<file path="config.mk">
export PLATFORM = sky130hd
export DESIGN_NAME = json_key_string_extractor_flat
export DESIGN_NICKNAME = d
export VERILOG_FILES = /design/src/hw/rtl/jkse_pkg.sv /design/src/hw/rtl/jkse_if.sv /design/src/hw/rtl/json_key_string_extractor.sv /design/src/hw/rtl/jkse_cell.sv /design/src/hw/rtl/jkse_ctrl.sv /design/src/flat_wrapper.sv
export SDC_FILE = /design/constraint.sdc
export NUM_CORES = 1
export LEC_CHECK = 0
export BUFFER_PORTS_ARGS = -buffer_cell sky130_fd_sc_hd__buf_4
export CELL_PAD_IN_SITES_DETAIL_PLACEMENT = 1
export CELL_PAD_IN_SITES_GLOBAL_PLACEMENT = 2
export CORE_UTILIZATION = 35
export CTS_CLUSTER_SIZE = 10
export DETAILED_ROUTE_END_ITERATION = 6
export GPL_ROUTABILITY_DRIVEN = 0
export GPL_TIMING_DRIVEN = 0
export PLACE_DENSITY = 0.66
export SETUP_SLACK_MARGIN = 0.5
export SYNTH_ARGS = -nofsm -noshare
export SYNTH_HDL_FRONTEND = slang
export SYNTH_SLANG_ARGS = --single-unit
export TNS_END_PERCENT = 1
</file>
<file path="constraint.sdc">
create_clock -name clk_i -period 15.2 [get_ports clk_i]
set_input_delay 0.76 -clock clk_i [delete_from_list [all_inputs] [get_ports clk_i]]
set_output_delay 0.76 -clock clk_i [all_outputs]
set_load 0.02 [all_outputs]
</file>
<file path="src/hw/rtl/jkse_pkg.sv">
package jkse_pkg;

  // Field widths fixed by the block's interface.
  localparam int unsigned ByteW   = 8;
  localparam int unsigned KindW   = 2;
  localparam int unsigned KeyLenW = 5;
  localparam int unsigned CfgIdxW = 2;
  localparam int unsigned CfgDatW = 64;

  // Configuration register indexes.
  localparam logic [CfgIdxW-1:0] REG_KEY_LENGTH = 2'd0;
  localparam logic [CfgIdxW-1:0] REG_KEY_FIRST  = 2'd1;
  localparam logic [CfgIdxW-1:0] REG_KEY_LAST   = 2'd2;

  // Character codes the parser reacts to.
  localparam logic [ByteW-1:0] QUOTE_CHAR     = 8'h22;
  localparam logic [ByteW-1:0] BACKSLASH_CHAR = 8'h5C;
  localparam logic [ByteW-1:0] COLON_CHAR     = 8'h3A;
  localparam logic [ByteW-1:0] SPACE_CHAR     = 8'h20;
  localparam logic [ByteW-1:0] TAB_CHAR       = 8'h09;
  localparam logic [ByteW-1:0] CR_CHAR        = 8'h0D;

  typedef enum logic [KindW-1:0] {
    KIND_BYTE = 2'd0,
    KIND_DONE = 2'd1,
    KIND_FAIL = 2'd2
  } kind_e;

  typedef struct packed {
    logic [ByteW-1:0] value_byte;
    kind_e            kind;
  } res_t;

  // Window control shared by every cell of the chain.
  typedef struct packed {
    logic shift;
    logic clear;
  } cell_ctrl_t;

endpackage

</file>
<file path="src/hw/rtl/jkse_if.sv">
interface jkse_body_if;
  logic                        valid;
  logic                        ready;
  logic [jkse_pkg::ByteW-1:0]  body_byte;
  logic                        body_end;

  modport source (output valid, output body_byte, output body_end, input ready);
  modport sink (input valid, input body_byte, input body_end, output ready);
endinterface

interface jkse_res_if;
  logic                        valid;
  logic                        ready;
  logic [jkse_pkg::ByteW-1:0]  value_byte;
  logic [jkse_pkg::KindW-1:0]  kind;

  modport source (output valid, output value_byte, output kind, input ready);
  modport sink (input valid, input value_byte, input kind, output ready);
endinterface

interface jkse_cfg_if;
  logic                          valid;
  logic                          ready;
  logic [jkse_pkg::CfgIdxW-1:0]  index;
  logic [jkse_pkg::CfgDatW-1:0]  data;

  modport source (output valid, output index, output data, input ready);
  modport sink (input valid, input index, input data, output ready);
endinterface

</file>
<file path="src/hw/rtl/json_key_string_extractor.sv">
// JSON key string extractor.
//
// Body bytes arrive on body_i, one item per byte, with body_end marking the
// final byte of a body. Results leave on result_o: a value byte (kind 0), a
// "value complete" mark (kind 1) or a failure (kind 2), after which the
// consumer discards the value bytes it has already received. The key is set
// through cfg_i (index 0 key length, 1 key bytes 0 to 7, 2 key bytes 8 to 15)
// and the user writes it only while the block is idle, which the block itself
// does not enforce; cfg_i is always ready.
// One body byte is taken every cycle while body_i.ready is high. A result is
// registered in the output queue before it appears on result_o. The needle
// search runs in a chain of MAX_KEY_BYTES + 3 cells that shift the window and
// compare in parallel, so the window never holds up the stream. A two-entry
// output queue lets the block keep taking bytes while a result waits; if the
// receiver stalls long enough to fill it, body_i.ready drops until one entry
// is taken. Reset clears the key to zero length, empties the window and the
// output queue and starts a fresh needle search.
module json_key_string_extractor #(
  parameter int unsigned MAX_KEY_BYTES = 16
) (
  input  logic        clk_i,
  input  logic        rst_ni,
  jkse_body_if.sink   body_i,
  jkse_res_if.source  result_o,
  jkse_cfg_if.sink    cfg_i
);

  localparam int unsigned Depth = MAX_KEY_BYTES + 3;
  localparam int unsigned KW    = jkse_pkg::KeyLenW;
  localparam int unsigned BW    = jkse_pkg::ByteW;

  // Configuration registers.
  logic [KW-1:0]                  key_length_q;
  logic [jkse_pkg::CfgDatW-1:0]   key_first_q, key_last_q;
  logic [2*jkse_pkg::CfgDatW-1:0] key_all;
  logic                           cfg_we;

  assign cfg_i.ready = 1'b1;
  assign cfg_we      = cfg_i.valid && cfg_i.ready;
  assign key_all     = {key_last_q, key_first_q};

  always_ff @(posedge clk_i or negedge rst_ni) begin
    if (!rst_ni) begin
      key_length_q <= '0;
      key_first_q  <= '0;
      key_last_q   <= '0;
    end else if (cfg_we) begin
      unique case (cfg_i.index)
        jkse_pkg::REG_KEY_LENGTH: key_length_q <= cfg_i.data[KW-1:0];
        jkse_pkg::REG_KEY_FIRST:  key_first_q  <= cfg_i.data;
        jkse_pkg::REG_KEY_LAST:   key_last_q   <= cfg_i.data;
        default: begin
          // Writes beyond the register list are dropped.
        end
      endcase
    end
  end

  // Effective key length and needle length (quote, key, quote, colon).
  logic [KW-1:0] klen, nlen;

  assign klen = (key_length_q > KW'(MAX_KEY_BYTES)) ? KW'(MAX_KEY_BYTES) : key_length_q;
  assign nlen = klen + KW'(3);

  // Input handshake and the parse sequencer.
  logic                 body_acc;
  logic                 match;
  logic                 res_valid;
  jkse_pkg::res_t       res;
  jkse_pkg::cell_ctrl_t cell_ctrl;
  logic                 skid_v_q;

  assign body_i.ready = !skid_v_q;
  assign body_acc     = body_i.valid && body_i.ready;

  jkse_ctrl u_ctrl (
    .clk_i       (clk_i),
    .rst_ni      (rst_ni),
    .accept_i    (body_acc),
    .body_byte_i (body_i.body_byte),
    .body_end_i  (body_i.body_end),
    .match_i     (match),
    .cell_ctrl_o (cell_ctrl),
    .res_valid_o (res_valid),
    .res_o       (res)
  );

  // Window chain. Cell 0 holds the newest byte; each cell compares the byte
  // it is about to take against the needle byte that lines up with it.
  // Cell 0 must see the colon, cell 1 the closing quote, the next klen cells
  // the key in reverse, and cell nlen-1 the opening quote.
  logic [BW-1:0]    cell_byte [Depth];
  logic [Depth-1:0] cell_valid;
  logic [Depth-1:0] cell_ok;

  for (genvar j = 0; j < Depth; j++) begin : g_cell
    logic [BW-1:0] prev_byte, exp_byte;
    logic          prev_valid;

    if (j == 0) begin : g_head
      assign prev_byte  = body_i.body_byte;
      assign prev_valid = 1'b1;
      assign exp_byte   = jkse_pkg::COLON_CHAR;
    end else begin : g_link
      assign prev_byte  = cell_byte[j-1];
      assign prev_valid = cell_valid[j-1];
      if (j == 1) begin : g_close
        assign exp_byte = jkse_pkg::QUOTE_CHAR;
      end else begin : g_key
        logic [KW-1:0] kidx;
        assign kidx     = klen + KW'(1) - KW'(j);
        assign exp_byte = (KW'(j) == nlen - KW'(1)) ? jkse_pkg::QUOTE_CHAR
                                                      : key_all[{kidx[3:0], 3'b000} +: BW];
      end
    end

    jkse_cell u_cell (
      .clk_i        (clk_i),
      .rst_ni       (rst_ni),
      .ctrl_i       (cell_ctrl),
      .prev_byte_i  (prev_byte),
      .prev_valid_i (prev_valid),
      .exp_byte_i   (exp_byte),
      .used_i       (KW'(j) < nlen),
      .byte_o       (cell_byte[j]),
      .valid_o      (cell_valid[j]),
      .ok_o         (cell_ok[j])
    );
  end

  assign match = &cell_ok;

  // Two-entry output queue: head drives the port, skid catches a result
  // produced while the head is stalled.
  logic           head_v_q;
  jkse_pkg::res_t head_q, skid_q;
  logic           push, pop;

  assign push = body_acc && res_valid;
  assign pop  = head_v_q && result_o.ready;

  always_ff @(posedge clk_i or negedge rst_ni) begin
    if (!rst_ni) begin
      head_v_q <= 1'b0;
      skid_v_q <= 1'b0;
    end else begin
      if (!head_v_q) begin
        head_v_q <= push;
      end else if (pop) begin
        if (skid_v_q) begin
          skid_v_q <= push;
        end else begin
          head_v_q <= push;
        end
      end else if (push) begin
        skid_v_q <= 1'b1;
      end
    end
  end

  always_ff @(posedge clk_i) begin
    if (!head_v_q) begin
      if (push) begin
        head_q <= res;
      end
    end else if (pop) begin
      if (skid_v_q) begin
        head_q <= skid_q;
        if (push) begin
          skid_q <= res;
        end
      end else if (push) begin
        head_q <= res;
      end
    end else if (push) begin
      skid_q <= res;
    end
  end

  assign result_o.valid      = head_v_q;
  assign result_o.value_byte = head_q.value_byte;
  assign result_o.kind       = head_q.kind;

  // The skid entry is only ever filled behind a waiting head.
  assert property (@(posedge clk_i) disable iff (!rst_ni) skid_v_q |-> head_v_q)
    else $error("output skid entry valid without head entry");

  // A final byte empties the window.
  assert property (@(posedge clk_i) disable iff (!rst_ni)
                   (body_acc && body_i.body_end) |=> (cell_valid == '0))
    else $error("window not cleared after final byte");

  // Filled cells always form a run starting at the newest entry.
  assert property (@(posedge clk_i) disable iff (!rst_ni)
                   ((cell_valid & (cell_valid + {{(Depth-1){1'b0}}, 1'b1})) == '0))
    else $error("window fill bits not contiguous");

  // Only value bytes carry a nonzero payload byte.
  assert property (@(posedge clk_i) disable iff (!rst_ni)
                   (head_v_q && (head_q.kind != jkse_pkg::KIND_BYTE))
                   |-> (head_q.value_byte == '0))
    else $error("status result carries a value byte");

  // A stalled head with an empty skid takes a new result into the skid.
  assert property (@(posedge clk_i) disable iff (!rst_ni)
                   (head_v_q && !result_o.ready && !skid_v_q && push) |=> skid_v_q)
    else $error("result lost while output stalled");

endmodule

</file>
<file path="src/hw/rtl/jkse_cell.sv">
module jkse_cell (
  input  logic                       clk_i,
  input  logic                       rst_ni,
  input  jkse_pkg::cell_ctrl_t       ctrl_i,
  input  logic [jkse_pkg::ByteW-1:0] prev_byte_i,
  input  logic                       prev_valid_i,
  input  logic [jkse_pkg::ByteW-1:0] exp_byte_i,
  input  logic                       used_i,
  output logic [jkse_pkg::ByteW-1:0] byte_o,
  output logic                       valid_o,
  output logic                       ok_o
);

  logic [jkse_pkg::ByteW-1:0] byte_q, byte_d;
  logic                       valid_q, valid_d;

  // The match is judged on the contents after this cycle's shift.
  assign ok_o = !used_i || (prev_valid_i && (prev_byte_i == exp_byte_i));

  always_comb begin
    byte_d  = byte_q;
    valid_d = valid_q;
    if (ctrl_i.clear) begin
      valid_d = 1'b0;
    end else if (ctrl_i.shift) begin
      byte_d  = prev_byte_i;
      valid_d = prev_valid_i;
    end
  end

  always_ff @(posedge clk_i or negedge rst_ni) begin
    if (!rst_ni) begin
      valid_q <= 1'b0;
    end else begin
      valid_q <= valid_d;
    end
  end

  always_ff @(posedge clk_i) begin
    byte_q <= byte_d;
  end

  assign byte_o  = byte_q;
  assign valid_o = valid_q;

endmodule

</file>
<file path="src/hw/rtl/jkse_ctrl.sv">
module jkse_ctrl (
  input  logic                       clk_i,
  input  logic                       rst_ni,
  input  logic                       accept_i,
  input  logic [jkse_pkg::ByteW-1:0] body_byte_i,
  input  logic                       body_end_i,
  input  logic                       match_i,
  output jkse_pkg::cell_ctrl_t       cell_ctrl_o,
  output logic                       res_valid_o,
  output jkse_pkg::res_t             res_o
);

  localparam logic [2:0] MODE_SEARCH  = 3'd0;
  localparam logic [2:0] MODE_SKIP_WS = 3'd1;
  localparam logic [2:0] MODE_VALUE   = 3'd2;
  localparam logic [2:0] MODE_ESCAPE  = 3'd3;
  localparam logic [2:0] MODE_IDLE    = 3'd4;

  logic [2:0] mode_q, mode_d;
  logic       is_quote, is_bslash, is_space;

  assign is_quote  = (body_byte_i == jkse_pkg::QUOTE_CHAR);
  assign is_bslash = (body_byte_i == jkse_pkg::BACKSLASH_CHAR);
  assign is_space  = (body_byte_i == jkse_pkg::SPACE_CHAR) ||
                     ((body_byte_i >= jkse_pkg::TAB_CHAR) && (body_byte_i <= jkse_pkg::CR_CHAR));

  always_comb begin
    mode_d            = mode_q;
    res_valid_o       = 1'b0;
    res_o.value_byte  = '0;
    res_o.kind        = jkse_pkg::KIND_BYTE;
    cell_ctrl_o.shift = 1'b0;
    cell_ctrl_o.clear = accept_i && body_end_i;
    if (accept_i) begin
      unique case (mode_q)
        MODE_SEARCH: begin
          cell_ctrl_o.shift = 1'b1;
          if (match_i) begin
            mode_d = MODE_SKIP_WS;
          end
          if (body_end_i) begin
            res_valid_o = 1'b1;
            res_o.kind  = jkse_pkg::KIND_FAIL;
          end
        end
        MODE_SKIP_WS: begin
          if (body_end_i) begin
            res_valid_o = 1'b1;
            res_o.kind  = jkse_pkg::KIND_FAIL;
          end else if (is_quote) begin
            mode_d = MODE_VALUE;
          end else if (!is_space) begin
            res_valid_o = 1'b1;
            res_o.kind  = jkse_pkg::KIND_FAIL;
            mode_d      = MODE_IDLE;
          end
        end
        MODE_VALUE: begin
          if (is_quote) begin
            res_valid_o = 1'b1;
            res_o.kind  = jkse_pkg::KIND_DONE;
            mode_d      = MODE_IDLE;
          end else if (body_end_i) begin
            res_valid_o = 1'b1;
            res_o.kind  = jkse_pkg::KIND_FAIL;
          end else if (is_bslash) begin
            mode_d = MODE_ESCAPE;
          end else begin
            res_valid_o      = 1'b1;
            res_o.value_byte = body_byte_i;
          end
        end
        MODE_ESCAPE: begin
          res_valid_o = 1'b1;
          if (body_end_i) begin
            res_o.kind = jkse_pkg::KIND_FAIL;
          end else begin
            res_o.value_byte = body_byte_i;
            mode_d           = MODE_VALUE;
          end
        end
        MODE_IDLE: begin
          mode_d = MODE_IDLE;
        end
        default: begin
          mode_d = MODE_SEARCH;
        end
      endcase
      // Any final byte re-arms the search.
      if (body_end_i) begin
        mode_d = MODE_SEARCH;
      end
    end
  end

  always_ff @(posedge clk_i or negedge rst_ni) begin
    if (!rst_ni) begin
      mode_q <= MODE_SEARCH;
    end else begin
      mode_q <= mode_d;
    end
  end

endmodule

</file>
<file path="src/flat_wrapper.sv">
// flat-port wrapper written by rule: the top's interface ports become plain ports
module json_key_string_extractor_flat 
#(
  parameter int unsigned MAX_KEY_BYTES = 16
)
  (clk_i, rst_ni, body_i_valid, body_i_body_byte, body_i_body_end, body_i_ready, result_o_valid, result_o_value_byte, result_o_kind, result_o_ready, cfg_i_valid, cfg_i_index, cfg_i_data, cfg_i_ready);
  jkse_body_if body_i_i ();
  jkse_res_if result_o_i ();
  jkse_cfg_if cfg_i_i ();
  input  logic clk_i;
  input  logic rst_ni;
  input wire logic [$bits(body_i_i.valid)-1:0] body_i_valid;
  input wire logic [$bits(body_i_i.body_byte)-1:0] body_i_body_byte;
  input wire logic [$bits(body_i_i.body_end)-1:0] body_i_body_end;
  output wire logic [$bits(body_i_i.ready)-1:0] body_i_ready;
  output wire logic [$bits(result_o_i.valid)-1:0] result_o_valid;
  output wire logic [$bits(result_o_i.value_byte)-1:0] result_o_value_byte;
  output wire logic [$bits(result_o_i.kind)-1:0] result_o_kind;
  input wire logic [$bits(result_o_i.ready)-1:0] result_o_ready;
  input wire logic [$bits(cfg_i_i.valid)-1:0] cfg_i_valid;
  input wire logic [$bits(cfg_i_i.index)-1:0] cfg_i_index;
  input wire logic [$bits(cfg_i_i.data)-1:0] cfg_i_data;
  output wire logic [$bits(cfg_i_i.ready)-1:0] cfg_i_ready;
  assign body_i_i.valid = body_i_valid;
  assign body_i_i.body_byte = body_i_body_byte;
  assign body_i_i.body_end = body_i_body_end;
  assign body_i_ready = body_i_i.ready;
  assign result_o_valid = result_o_i.valid;
  assign result_o_value_byte = result_o_i.value_byte;
  assign result_o_kind = result_o_i.kind;
  assign result_o_i.ready = result_o_ready;
  assign cfg_i_i.valid = cfg_i_valid;
  assign cfg_i_i.index = cfg_i_index;
  assign cfg_i_i.data = cfg_i_data;
  assign cfg_i_ready = cfg_i_i.ready;
  json_key_string_extractor #(.MAX_KEY_BYTES(MAX_KEY_BYTES)) u_core (.clk_i(clk_i), .rst_ni(rst_ni), .body_i(body_i_i), .result_o(result_o_i), .cfg_i(cfg_i_i));
endmodule
</file>
# [After elaboration in Yosys (flattened, before gate mapping)]
# Index checks and enable logic that the tools add are counted.
# Widths: inputs -> output; s select.
[word_totals] ff_bits=320 latch_bits=0 ramBits=0 mem_bits_ro=0 elab_cells=329 memories=0
[classes] addsub=20 n_mul=0 div=0 order_cmp=22 eq_ne=50 shift=17 mux=97 bitwise_logic=1 reduce_logical=76
[ops] op="$shiftx 128x8->8" n=17
[ops] op="$mux 8" n=21
[ops] op="$eq 8x8->1" n=17
[ops] op="$mux 10" n=8
[ops] op="$mux 1" n=52
[ops] op="$eq 4x5->1 const A" n=8
[ops] op="$lt 4x5->1 const A" n=8
[ops] op="$eq 8x6->1 const B" n=4
[ops] op="$sub 4x4->4 const B" n=8
[ops] op="$logic_and 1x1->1" n=23
[ops] op="$eq 3x5->1 const A" n=4
[ops] op="$logic_not 1->1" n=20
[ops] op="$logic_or 1x1->1" n=20
[ops] op="$lt 3x5->1 const A" n=4
[ops] op="$reduce_and 19->1" n=1
[ops] op="$mux 3" n=6
[ops] op="$pmux 8 s2" n=1
[ops] op="$sub 4x3->4 const B" n=4
[ops] op="$eq 5x5->1 const A" n=3
[ops] op="$lt 5x5->1 const A" n=3
[ops] op="$pmux 3 s5" n=1
[ops] op="$reduce_and 2->1" n=6
[ops] op="$sub 4x2->4 const B" n=3
[ops] op="$eq 2x5->1 const A" n=2
[ops] op="29 further kinds" n=39

# [Longest topological paths before layout]
[depth] word_depth=13 mapped_depth=27 depth_no_buf=19

# [Cells and area by module]
# Synthesis repeated with hierarchy kept, for this count alone.
[unflattened] cells_unflattened=1940 hier_area_um2=22236.3
[modules_own_cells] module="json_key_string_extractor" n_inst=1 cells_each=1418 area_per_inst_um2=14493.9
[modules_own_cells] module="jkse_cell" n_inst=19 cells_each=24 area_per_inst_um2=382.9
[modules_own_cells] module="jkse_ctrl" n_inst=1 cells_each=66 area_per_inst_um2=467.9

# [Worst setup path before layout]
# OpenSTA, ideal clock, no wires.
[synth_timing] path_type="in2reg" start="input port body_i_body_end" end="register u_core.g_cell[10].u_cell.valid_q" setup_ns=0.081 t_arrival_ns=6.134 required_time_ns=15.119 slack_ns=8.985 stages=6 n_path_buf=3 path_cell_list="clkbuf_1 > nor2_1 > and3_1 > clkbuf_1 > buf_1 > a22o_1"
[synth_via] elab_chain_len=2 word_cells_on_any_way=3
[synth_lines] item="start: declaration" line="flat_wrapper.sv:14" rtl="input wire logic [$bits(body_i_i.body_end)-1:0] body_i_body_end;"
[synth_lines] item="$logic_and 1x1->1 *" line="jkse_ctrl.sv:33" rtl="cell_ctrl_o.clear = accept_i && body_end_i;"
[synth_lines] item="$mux 1 or $reduce_bool 2->1 (tied branches)"
[synth_lines] item="end signal: assignment" line="jkse_cell.sv:35" rtl="valid_q <= valid_d;"
[synth_lines] item="end: declaration" line="jkse_cell.sv:15" rtl="logic valid_q, valid_d;"
# Every way passes the cells marked *; elsewhere a longest branch is shown, timed or not.
# A chain may end at the register's enable or synchronous reset.

# [Final worst setup path]
[layout_timing] start="register u_core.key_length_q[0]" end="register u_core.u_ctrl.mode_q[0]"
[layout_via] elab_chain_len=12 word_cells_on_any_way=167
[layout_lines] item="start: declaration" line="json_key_string_extractor.sv:33" rtl="logic [KW-1:0] key_length_q;"
[layout_lines] item="start signal: assignment" line="json_key_string_extractor.sv:49" rtl="jkse_pkg::REG_KEY_LENGTH: key_length_q <= cfg_i.data[KW-1:0];"
[layout_lines] item="$gt 5x5->1" line="json_key_string_extractor.sv:62" rtl="assign klen = (key_length_q > KW'(MAX_KEY_BYTES)) ? KW'(MAX_KEY_BYTES) : key_length_q;"
[layout_lines] item="$mux 5 *" line="json_key_string_extractor.sv:62"
[layout_lines] item="$add 4x1->4 or $add 5x2->5 (tied branches)" line="json_key_string_extractor.sv:111, json_key_string_extractor.sv:63"
[layout_lines] item="$sub 4x2->4, or another cell as far along" line="json_key_string_extractor.sv:111" rtl="assign kidx = klen + KW'(1) - KW'(j);"
[layout_lines] item="$shiftx 128x8->8, or another cell as far along" line="json_key_string_extractor.sv:113" rtl=": key_all[{kidx[3:0], 3'b000} +: BW];"
[layout_lines] item="$mux 8" line="json_key_string_extractor.sv:112" rtl="assign exp_byte = (KW'(j) == nlen - KW'(1)) ? jkse_pkg::QUOTE_CHAR"
[layout_lines] item="$eq 8x8->1" line="jkse_cell.sv:18" rtl="assign ok_o = !used_i || (prev_valid_i && (prev_byte_i == exp_byte_i));"
[layout_lines] item="$logic_and 1x1->1" line="jkse_cell.sv:18"
[layout_lines] item="$logic_or 1x1->1" line="jkse_cell.sv:18"
[layout_lines] item="$reduce_and 19->1 *" line="json_key_string_extractor.sv:131" rtl="assign match = &cell_ok;"
[layout_lines] item="$ne 3x2->1 (no source line) *"
[layout_lines] item="$reduce_and 4->1 (no source line) *"
[layout_lines] item="end signal: assignment" line="jkse_ctrl.sv:100" rtl="mode_q <= mode_d;"
[layout_lines] item="end: declaration" line="jkse_ctrl.sv:19" rtl="logic [2:0] mode_q, mode_d;"
# Marked as above.

==> metrics.md <==
| Metric | Value |
|---|---|
| Status | `completed` |
| Syn Inst Count | `1968` |
| Post-Syn Area per Cell | `11.7 um2` |
| Clock buffer count from CTS | `41` |
| Clock root buffer | `clkbuf_16` |
| Gate power share | `57.8%` |
| Compound-cell area share of the yosys netlist | `14.1%` |
| Dpl hpwl | `85100 um` |
| Endpoint class of the critical path | `register` |
| Most area-consuming cells after synthesis | `edfxtp_1 21%, dfrtp_1 17%, mux4_2 14%` |
| Flops & latches, synth | `320` |
| Net Switching | `0.00252 W` |
| Ys Warns | `0` |
| Final worst slack | `5750 ps` |
| Crit-path cells | `nor2b_2 -> buf_6 -> buf_2 -> buf_2 -> clkbuf_1 -> ha_1 -> inv_1 -> xnor2_1 -> clkbuf_1 -> buf_2 -> ha_1 -> or4bb_1 -> o221a_2 -> buf_2 -> mux4_2 -> mux2i_1 -> and4bb_1 -> a31oi_1 -> o21ai_0 -> a41oi_1 -> a2111oi_2 -> a31oi_1 -> o22ai_1` |
| Final Hold Slack | `85.4 ps` |
| # IOs | `93` |
| Clock Power Share | `17.0%` |
| IO buf count | `90` |
| Synth top area share | `21.4%` |
| Number of maximum-capacitance violations | `0` |
| Post-CTS Setup Repair Bufs | `0` |
| Post-synth ARST share | `48.8%` |
| RSZ-0062 raised after global routing | `no` |
| Vias in the first global route | `19710` |
| Int Pwr | `0.00274 W` |
| Routed WL per cell | `35.2 um` |
| Largest net degree at the start of global routing | `110` |
| Critical R2R Launch | `u_core.key_length_q[0]` |
| Setup_tns | `0 ps` |
| Total die area | `66700 um2` |
| Sequential fraction of the synthesis area | `38.4%` |
| Final ANT Viol Nets | `0` |
| Detailed Route Iter0 Violations | `2056` |
| Actual slew at the worst max-slew pin | `1300 ps` |
| Initial antenna violation count | `3` |
| Layout area overhead | `13.3%` |
| Largest family of logic cells by synthesized area | `multiplexers` |
| Net Sw Frac | `47.9%` |
| Cts repair resizes | `0` |
| Nets | `2197` |
| Startpoint types | `register` |
| H-Tree Depth | `2` |
| Synthesized area | `23000 um2` |
| DR pass1 iterations | `5` |
| Dpl ws | `5930 ps` |
| CTS clock-pin slew for the worst setup and hold paths | `60 ps` |
| Largest area contributor in the netlist | `edfxtp_1` |
| Fraction of layout cells with a size suffix above 1 | `24.3%` |
| Vias per cell | `6.59` |
| Ant. Diodes | `0` |
| Hold buffers post-CTS | `0` |
| # DRC | `0` |
| WP buf/inv | `8` |
| Power per cell area | `202 nW/um2` |
| Fillers | `7012` |
| Std cell rows | `93` |
| Crit path largest cell delay | `790 ps` |
| Synth Area in XOR/XNOR | `3.03%` |
| Slew Limit Fails | `0` |
| Max Fclk | `106 MHz` |
| Worst Setup SP | `u_core.key_length_q[0]` |
| Hold Crit Class | `in -> async` |
| Syn nets | `2058` |
| Primary FF master, synth | `edfxtp_1` |
| Worst Path Arrival | `9940 ps` |
| Vias | `19688` |
| Post-synth EDFFs | `164` |
| Leak | `9.70 nW` |
| Width of the die | `258 um` |
| Slew margin rel. | `13.0%` |
| Final Hold Fails | `0` |
| Top cell by count, worst path | `buf_2` |
| Adder-cell share of the synthesized area | `0.544%` |
| Finished Layout Cells | `2989` |
| Final WL | `105000 um` |
| Fin crit period | `9450 ps` |
| Sequential share of power | `25.2%` |
| Finish-stage setup viols | `0` |
| Worst VDD drop | `0.0912 mV` |
| CP delay by family, top | `buffers and inverters` |
| Final worst-path cycle share | `62.1%` |
| Core Box Area | `64700 um2` |
| CP Data Required Time | `15700 ps` |
| Setup CP Type | `reg -> reg` |
| Max Clock Skew | `18.7 ps` |
| Gr ovfl total | `0` |
| Netlist cell types | `96` |
| Worst skew pair latency | `580 ps` |
| CTS max path bufs | `3` |
| CP max FO | `11` |
| CTS Sinks | `320` |
| Initial core utilization | `35.5%` |
| Die Y | `258 um` |
| First-pass GRT wire length | `149000 um` |
| Simple logic cell fraction of the synthesized area | `11.6%` |
| CTS tree | `yes` |
| Post-synthesis mux area share | `28.9%` |
| CP max-delay cell | `a2111oi_2` |
| Inst Count DP | `2919` |
| GRT Util Overall | `31.4%` |
-- cells by family after synthesis --
family / after synthesis
adder cells (fa/ha/maj): 10
other: 1
multiplexers: 456
buffers and inverters: 179
flip-flops: 320
AO/OA/AOI/OAI: 466
AND/OR/NAND/NOR: 462
XOR/XNOR: 74
-- power groups by stage --
stage                     combinational (W)  clock [W]  sequential, W
after floorplan                     0.00184          0        0.00124
after global placement              0.00287          0        0.00134
after detailed placement            0.00295          0        0.00132
after CTS                           0.00297   0.000913        0.00131
after global routing                0.00315   0.000937        0.00133
final                               0.00304   0.000893        0.00132
-- layout by cell type, fill, tap and decap left out, types with 22 or more instances in the layout --
| cell | count |
|---|---|
| a31oi_1 | 29 |
| a21oi_1 | 78 |
| buf_2 | 36 |
| nor2_1 | 105 |
| inv_1 | 43 |
| edfxtp_1 | 164 |
| dfrtp_1 | 156 |
| mux2_2 | 152 |
| nor3b_1 | 30 |
| nand2_1 | 79 |
| mux4_2 | 143 |
| xnor2_1 | 41 |
| o21ai_0 | 86 |
| mux2i_1 | 155 |
| a22oi_1 | 22 |
| o22ai_1 | 30 |
| buf_4 | 98 |
| xor2_1 | 28 |
| clkbuf_1 | 87 |
| a211oi_1 | 27 |
| clkbuf_16 | 41 |
| nor2b_1 | 26 |
-- worst register-to-register path: stages (launching register included) --
cell and delay (ps):
dfrtp_1 630, nor2b_2 270, buf_6 170, buf_2 380, buf_2 460, clkbuf_1 710, ha_1 320, inv_1 80
xnor2_1 780, clkbuf_1 710, buf_2 480, ha_1 420, or4bb_1 540, o221a_2 160, buf_2 260, mux4_2 480
mux2i_1 610, and4bb_1 290, a31oi_1 40, o21ai_0 240, a41oi_1 210, a2111oi_2 790, a31oi_1 180, o22ai_1 180
-- worst paths after layout --
path / endpoint / slack [ps] / depth (start not counted)
max in group asynchronous: u_core.key_last_q[4] / 14150 / 2
worst min-delay path: u_core.g_cell[8].u_cell.valid_o / 90 / 1
worst min register to register: u_core.g_cell[1].u_cell.byte_o[6] / 450 / 0
worst max-delay path: u_core.u_ctrl.mode_q[0] / 5750 / 23
worst max register to register: u_core.u_ctrl.mode_q[0] / 5750 / 23
min in group clk_i: u_core.skid_v_q / 380 / 2
-- synth_stat cells, drive strengths merged, types with 13 or more instances --
cell type / number
dfrtp: 156
nand3: 19
a31oi: 29
inv: 48
nor4: 16
o211ai: 21
nand4: 18
xnor2: 46
buf: 61
mux2: 152
edfxtp: 164
nand2: 79
nor2: 105
nor3: 19
mux4: 149
nor4bb: 13
clkbuf: 68
nor3b: 30
xor2: 28
and3: 15
a211oi: 27
o2111ai: 18
and3b: 21
a21oi: 78
o22ai: 30
nand3b: 19
nor2b: 27
nand2b: 17
a22o: 21
mux2i: 155
o21ai: 91
a22oi: 22
-- state kept, by name, summed over array words and instances, names as in the netlist --
signal,cells
u_core.skid_q,10
u_core.result_o.kind,2
u_core.g_cell.u_cell.byte_o,144
u_core.u_ctrl.mode_q,3
u_core.result_o.value_byte,8
u_core.key_length_q,5
u_core.result_o.valid,1
u_core.g_cell.u_cell.valid_o,18
u_core.skid_v_q,1
u_core.key_last_q,64
u_core.key_first_q,64
-- layout make-up --
type | count | area [um2] | share of cell area (%)
buffer | 129 | 593 | 2.28
inverter | 50 | 193 | 0.740
multi-input combinational | 1469 | 13400 | 51.4
sequential | 320 | 8830 | 33.9
clock buffer | 62 | 1120 | 4.32
timing repair buffer | 96 | 798 | 3.06
tap | 855 | 1070 | 4.11
clock inverter | 8 | 57.6 | 0.221
-- metal layers --
metal  routed length, um  global-route usage, %  vias up
met5                  22                      0        -
met1               43600                   41.8    10282
met3                9510                   7.19      216
li1                    -                      -     8156
met2               46900                   48.6     1030
met4                5120                   14.4        4
-- per-stage QoR --
| step | instance area [um2] | power, W | utilization (%) |
|---|---|---|---|
| 2_1_floorplan | 23000 | 0.00308 | - |
| 3_3_place_gp | 24700 | 0.00421 | 38.2 |
| 3_5_place_dp | 24900 | 0.00428 | 38.4 |
| 4_1_cts | 26000 | 0.00519 | 40.3 |
| 5_1_grt | 26000 | 0.00542 | 40.3 |
| 6_report | 26000 | 0.00525 | 40.3 |
No activity file was read; power rests on OpenSTA's default activity.
